## src/rtl/cos_pkg.sv

```systemverilog
package cos_pkg;

  localparam int unsigned DEPTH = 8;
  localparam int unsigned CNT_W = $clog2(DEPTH + 1);
  localparam int unsigned IDX_W = $clog2(DEPTH);

  localparam logic [7:0] CH_P_UP = 8'h50;
  localparam logic [7:0] CH_P_LO = 8'h70;
  localparam logic [7:0] CH_T_UP = 8'h54;
  localparam logic [7:0] CH_T_LO = 8'h74;

  localparam logic [1:0] CLASS_NONE = 2'd0;
  localparam logic [1:0] CLASS_LOW  = 2'd1;
  localparam logic [1:0] CLASS_MID  = 2'd2;
  localparam logic [1:0] CLASS_HIGH = 2'd3;

  typedef enum logic [1:0] {
    FUNC_PUSH = 2'd0,
    FUNC_POP  = 2'd1,
    FUNC_PEEK = 2'd2
  } func_e;

  typedef enum logic [1:0] {
    STATUS_OK    = 2'd0,
    STATUS_FULL  = 2'd1,
    STATUS_EMPTY = 2'd2
  } status_e;

  typedef struct packed {
    func_e       func;
    logic [7:0]  lead_char;
    logic [15:0] item_tag;
  } in_t;

  typedef struct packed {
    status_e     status;
    logic [15:0] out_tag;
    logic [1:0]  out_class;
    logic [3:0]  fill_level;
    logic        now_empty;
    logic        now_full;
  } out_t;

  typedef struct packed {
    logic [15:0] tag;
    logic [1:0]  cls;
  } entry_t;

  typedef struct packed {
    logic push;
    logic occ;
    logic at_count;
    logic lt_below;
  } cell_ctrl_t;

  function automatic logic [1:0] class_of(input logic [7:0] ch);
    logic [1:0] c;
    if (ch == CH_P_UP || ch == CH_P_LO) begin
      c = CLASS_HIGH;
    end else if (ch == CH_T_UP || ch == CH_T_LO) begin
      c = CLASS_MID;
    end else begin
      c = CLASS_LOW;
    end
    return c;
  endfunction

endpackage

```

## src/rtl/cos_cell.sv

```systemverilog
module cos_cell import cos_pkg::*; (
  input  logic       clk_i,
  input  cell_ctrl_t ctrl_i,
  input  entry_t     new_i,
  input  entry_t     below_i,
  output entry_t     entry_o,
  output logic       lt_o
);

  entry_t entry_q, entry_d;

  assign lt_o = ctrl_i.occ && (entry_q.cls < new_i.cls);

  always_comb begin
    entry_d = entry_q;
    if (ctrl_i.push) begin
      if (ctrl_i.lt_below) begin
        entry_d = below_i;
      end else if (lt_o || ctrl_i.at_count) begin
        entry_d = new_i;
      end
    end
  end

  always_ff @(posedge clk_i) begin
    entry_q <= entry_d;
  end

  assign entry_o = entry_q;

endmodule

```

## src/rtl/class_ordered_stack.sv

```systemverilog
// Result: registered; it appears on out_data_o in the cycle after the input transfer.
// Throughput: one operation per cycle while the output is not stalled; a push shifts every displaced entry
// one cell up in the same cycle, so no operation waits on another.
// Reset: asynchronous, active low; clears the fill count and the output
// valid. Entry cells are not reset and are only read below the fill count.
module class_ordered_stack import cos_pkg::*; (
  input  logic clk_i,
  input  logic rst_ni,
  input  logic in_valid_i,
  output logic in_ready_o,
  input  in_t  in_data_i,
  output logic out_valid_o,
  input  logic out_ready_i,
  output out_t out_data_o
);

  logic [CNT_W-1:0] count_q, count_d;
  logic             out_valid_q, out_valid_d;
  out_t             out_q, out_d;

  entry_t     entries [DEPTH];
  logic       lts     [DEPTH];
  cell_ctrl_t ctrls   [DEPTH];
  entry_t     new_entry;
  entry_t     top_entry;
  logic [IDX_W-1:0] top_idx;
  logic       accept;
  logic       is_full;
  logic       is_empty;
  logic       do_push;

  assign in_ready_o = !out_valid_q || out_ready_i;
  assign accept     = in_valid_i && in_ready_o;
  assign is_full    = (count_q == CNT_W'(DEPTH));
  assign is_empty   = (count_q == '0);
  assign do_push    = accept && (in_data_i.func == FUNC_PUSH) && !is_full;

  assign new_entry.tag = in_data_i.item_tag;
  assign new_entry.cls = class_of(in_data_i.lead_char);

  assign top_idx   = IDX_W'(count_q - CNT_W'(1));
  assign top_entry = entries[top_idx];

  for (genvar i = 0; i < DEPTH; i++) begin : g_cell
    assign ctrls[i].push     = do_push;
    assign ctrls[i].occ      = (CNT_W'(i) < count_q);
    assign ctrls[i].at_count = (count_q == CNT_W'(i));
    if (i == 0) begin : g_bottom
      assign ctrls[i].lt_below = 1'b0;
      cos_cell u_cell (
        .clk_i   (clk_i),
        .ctrl_i  (ctrls[i]),
        .new_i   (new_entry),
        .below_i (new_entry),
        .entry_o (entries[i]),
        .lt_o    (lts[i])
      );
    end else begin : g_upper
      assign ctrls[i].lt_below = lts[i-1];
      cos_cell u_cell (
        .clk_i   (clk_i),
        .ctrl_i  (ctrls[i]),
        .new_i   (new_entry),
        .below_i (entries[i-1]),
        .entry_o (entries[i]),
        .lt_o    (lts[i])
      );
    end
  end

  always_comb begin
    count_d = count_q;
    out_d   = out_q;
    if (accept) begin
      out_d.status    = STATUS_OK;
      out_d.out_tag   = '0;
      out_d.out_class = CLASS_NONE;
      case (in_data_i.func)
        FUNC_PUSH: begin
          if (is_full) begin
            out_d.status = STATUS_FULL;
          end else begin
            count_d = count_q + CNT_W'(1);
          end
        end
        FUNC_POP, FUNC_PEEK: begin
          if (is_empty) begin
            out_d.status = STATUS_EMPTY;
          end else begin
            out_d.out_tag   = top_entry.tag;
            out_d.out_class = top_entry.cls;
            if (in_data_i.func == FUNC_POP) begin
              count_d = count_q - CNT_W'(1);
            end
          end
        end
        default: begin
        end
      endcase
      out_d.fill_level = 4'(count_d);
      out_d.now_empty  = (count_d == '0);
      out_d.now_full   = (count_d == CNT_W'(DEPTH));
    end
  end

  always_comb begin
    out_valid_d = out_valid_q;
    if (accept) begin
      out_valid_d = 1'b1;
    end else if (out_ready_i) begin
      out_valid_d = 1'b0;
    end
  end

  always_ff @(posedge clk_i or negedge rst_ni) begin
    if (!rst_ni) begin
      count_q     <= '0;
      out_valid_q <= 1'b0;
    end else begin
      count_q     <= count_d;
      out_valid_q <= out_valid_d;
    end
  end

  always_ff @(posedge clk_i) begin
    out_q <= out_d;
  end

  assign out_valid_o = out_valid_q;
  assign out_data_o  = out_q;

endmodule

```

## config.mk

```make
export PLATFORM = sky130hd
export DESIGN_NAME = class_ordered_stack
export DESIGN_NICKNAME = d
export VERILOG_FILES = /design/src/rtl/cos_pkg.sv /design/src/rtl/cos_cell.sv /design/src/rtl/class_ordered_stack.sv
export SDC_FILE = /design/constraint.sdc
export NUM_CORES = 1
export LEC_CHECK = 0
export BUFFER_PORTS_ARGS = -buffer_cell sky130_fd_sc_hd__buf_4
export CORE_MARGIN = 4
export CORE_UTILIZATION = 55
export DETAILED_ROUTE_END_ITERATION = 6
export PLACE_DENSITY = 0.82
export SYNTH_ARGS = -nofsm -noshare
export SYNTH_HDL_FRONTEND = slang
export SYNTH_SLANG_ARGS = --single-unit
```

## constraint.sdc

```tcl
create_clock -name clk_i -period 4.97 [get_ports clk_i]
set_input_delay 0 -clock clk_i [delete_from_list [all_inputs] [get_ports clk_i]]
set_output_delay 0 -clock clk_i [all_outputs]
set_load 0.03 [all_outputs]
```

==> results.md <==
- Status: finished, final reports clean
- Worst slew pin tran: 1090 ps
- Initial antenna violation count: 0
- FF/Latch Area: 0.00523 mm2
- Critical path class: flop to flop
- Clock transition at path regs: 70 ps
- GPL Wtd Cong: 0.890
- VDD IR-drop max: 362 uV
- Ys flop type: edfxtp_1
- Placed cell count: 807
- Die H: 134 um
- Fin crit share: 63.1%
- Crit path launch type: flop
- Max Cap Violations: 0
- Worst Path Buf+Inv: 2
- GRT overflow: 0
- CTS Root Cell: clkbuf_16
- Max Slew Vio Count: 0
- Largest net degree at the start of global routing: 33
- Fin Setup TNS: 0 ps
- Clock Tree Buf Depth: 2
- CP delay by family, top: adder cells
- #FFs+latches synth: 175
- HP Class: input pin to flop
- Nets: 673
- DR vias: 5356
- Area Growth Syn to Fin: 15.8%
- Register area share after synthesis: 59.4%
- Post-Syn Nets: 597
- Die width: 134 um
- All-Layer GR Usage: 22.4%
- Vias in the first global route: 5554
- Fill count: 1119
- Routed vias/inst: 6.25
- Routed len/inst: 22.6 um
- Post-route ant nets: 0
- Yosys Warn Count: 0
- Worst EP required: 5090 ps
- P_leak: 3.46 nW
- Worst slew margin: 27.0%
- Clock skew: 11.4 ps
- Post-synth EDFFs: 170
- Global-route wire length before repair: 30400 um
- RSZ-0062 raised after global routing: no
- Pwr dens: 474 mW/mm2
- Commonest non-fill, non-tap cell in the layout: edfxtp_1
- Final Hold Vio Count: 0
- Die ar.: 0.0181 mm2
- Mean Syn Cell Area: 15.7 um2
- Commonest non-fill, non-tap cells in the layout: edfxtp_1, mux2_2, buf_4, nand2_1, mux4_2
- Core Rows: 45
- CTS Hold Buffers Added: 20
- Final min period: 3130 ps
- I/O Buffers: 56
- CTS tree: built
- Final HPWL DP: 11800 um
- Worst EP arrival: 3260 ps
- Io pins: 58
- Worst-path maximum fanout: 21
- Post-Syn Area: 0.00880 mm2
- H-tree depth: 4
- Clock latency on the worst-skew pair: 440 ps
- Worst path cell trace: inv_1, ha_1, buf_4, mux4_2, nand2_1, a21oi_1
- Total core area: 0.0154 mm2
- Combined area of the multi-input logic cells: 0.00339 mm2
- DRT iter0 DRCs: 478
- Worst-path cell with the longest stage delay: ha_1
- Final wirelength: 19400 um
- Drt drc: 0
- Clock Sinks: 175
- Fin cells: 857
- CP peak stage delay: 1040 ps
- Layout cells sized above 1: 38.1%
- Post-cts resize count: 0
- Setup violators final: 0
- Initial core utilization: 57.0%
- Num CTS Buffers: 17
- DRT Pass-1 Iters: 5
- Post-CTS setup repair buffer count: 0
- Cell variety after synth: 57
- Number of diodes: 0
- CP endpoint kind: flop
- Max Freq: 319 MHz
- Post-Synthesis Cells: 559
- Async set-or-reset flop fraction in the synthesized netlist: 2.86%
==> path summary, 6_finish.rpt <==
path                       cells after the start                                   end                            startpoint  slack (ps)
setup / recovery                               6                        out_data_o[12]                            count_q[0]        1840
hold / removal                                 2  g_cell[0].g_bottom.u_cell.entry_o[0]                         in_data_i[18]          70
setup reg to reg                               6                        out_data_o[12]                            count_q[0]        1840
hold reg to reg                                1  g_cell[2].g_upper.u_cell.entry_o[10]  g_cell[1].g_upper.u_cell.entry_o[10]         550
max in group asynchronous                      3                            count_q[0]                                rst_ni        4270
min in group asynchronous                      3                            count_q[1]                                rst_ni         500
==> state kept, by name (all words and copies together) (netlist names) <==
register                        count
g_cell.g_bottom.u_cell.entry_o     18
g_cell.g_upper.u_cell.entry_o     126
out_data_o                         26
count_q                             4
out_valid_o                         1
==> synthesized netlist by cell type (all sizes together) (3+ instances only) <==
cell    count  share of area [%]
mux4       36                9.2
a21oi      27                1.6
a21boi      3               0.26
nand3       3               0.17
o31ai       5               0.54
o21a        5               0.43
mux2      122                 16
nand2b      5               0.36
nor4        3               0.38
nand2      45                1.9
nand4b      3               0.30
inv        11               0.47
clkbuf     16               0.68
o21ai       4               0.23
nor3       15                1.1
nor2       12               0.60
ha          8                1.1
nor2b       5               0.36
edfxtp    170                 58
o31a        5               0.50
buf        18                1.4
dfrtp       5                1.4
a31oi       4               0.28
==> power by group <==
part | internal, W | switching (W) | total (W)
Sequential | 0.00178 | 0.0000863 | 0.00187
Clock | 0.000728 | 0.000529 | 0.00126
Combinational | 0.000738 | 0.000972 | 0.00171
==> per-layer routing <==
| metal | up-vias | GRT usage [%] | wire [um] |
|---|---|---|---|
| li1 | 2379 | - | - |
| met1 | 2717 | 28.1 | 7450 |
| met2 | 217 | 38.7 | 10200 |
| met3 | 43 | 5.44 | 1320 |
| met4 | 0 | 6.96 | 392 |
| met5 | - | 0 | 0 |
==> through the flow <==
stage | setup slack [ps] | instance area (um2) | hold slack (ps) | power (W) | util, %
finish | 1840 | 10200 | 67.2 | 0.00483 | 66.1
global route | 1690 | 10200 | 66.8 | 0.00506 | 66.1
CTS | 1820 | 10200 | 30.6 | 0.00486 | 66.1
detailed placement | 1830 | 9460 | -197 | 0.00359 | 61.3
global placement | 1940 | 9460 | -200 | 0.00353 | 61.3
floorplan | 705 | 8800 | -296 | 0.00310 | -
==> logic make-up after synthesis <==
group | count (synthesis) | synth area share [%]
DFF | 175 | 59.4
muxes | 158 | 25.2
and+or+nand+nor | 103 | 6.24
AOI/OAI and AO/OA | 68 | 5.25
buffers and inverters | 45 | 2.56
adders and majority gates | 8 | 1.14
xor gates and xnor gates | 2 | 0.199
==> cell type report <==
type / count / area share, %
Clock buffer: 22 / 4.36
Inverter: 11 / 0.405
Multi-Input combinational cell: 339 / 33.2
Tap cell: 211 / 2.59
Timing Repair Buffer: 91 / 7.19
Clock inverter: 8 / 0.908
Sequential cell: 175 / 51.3
(Power assumes the default switching activity.)
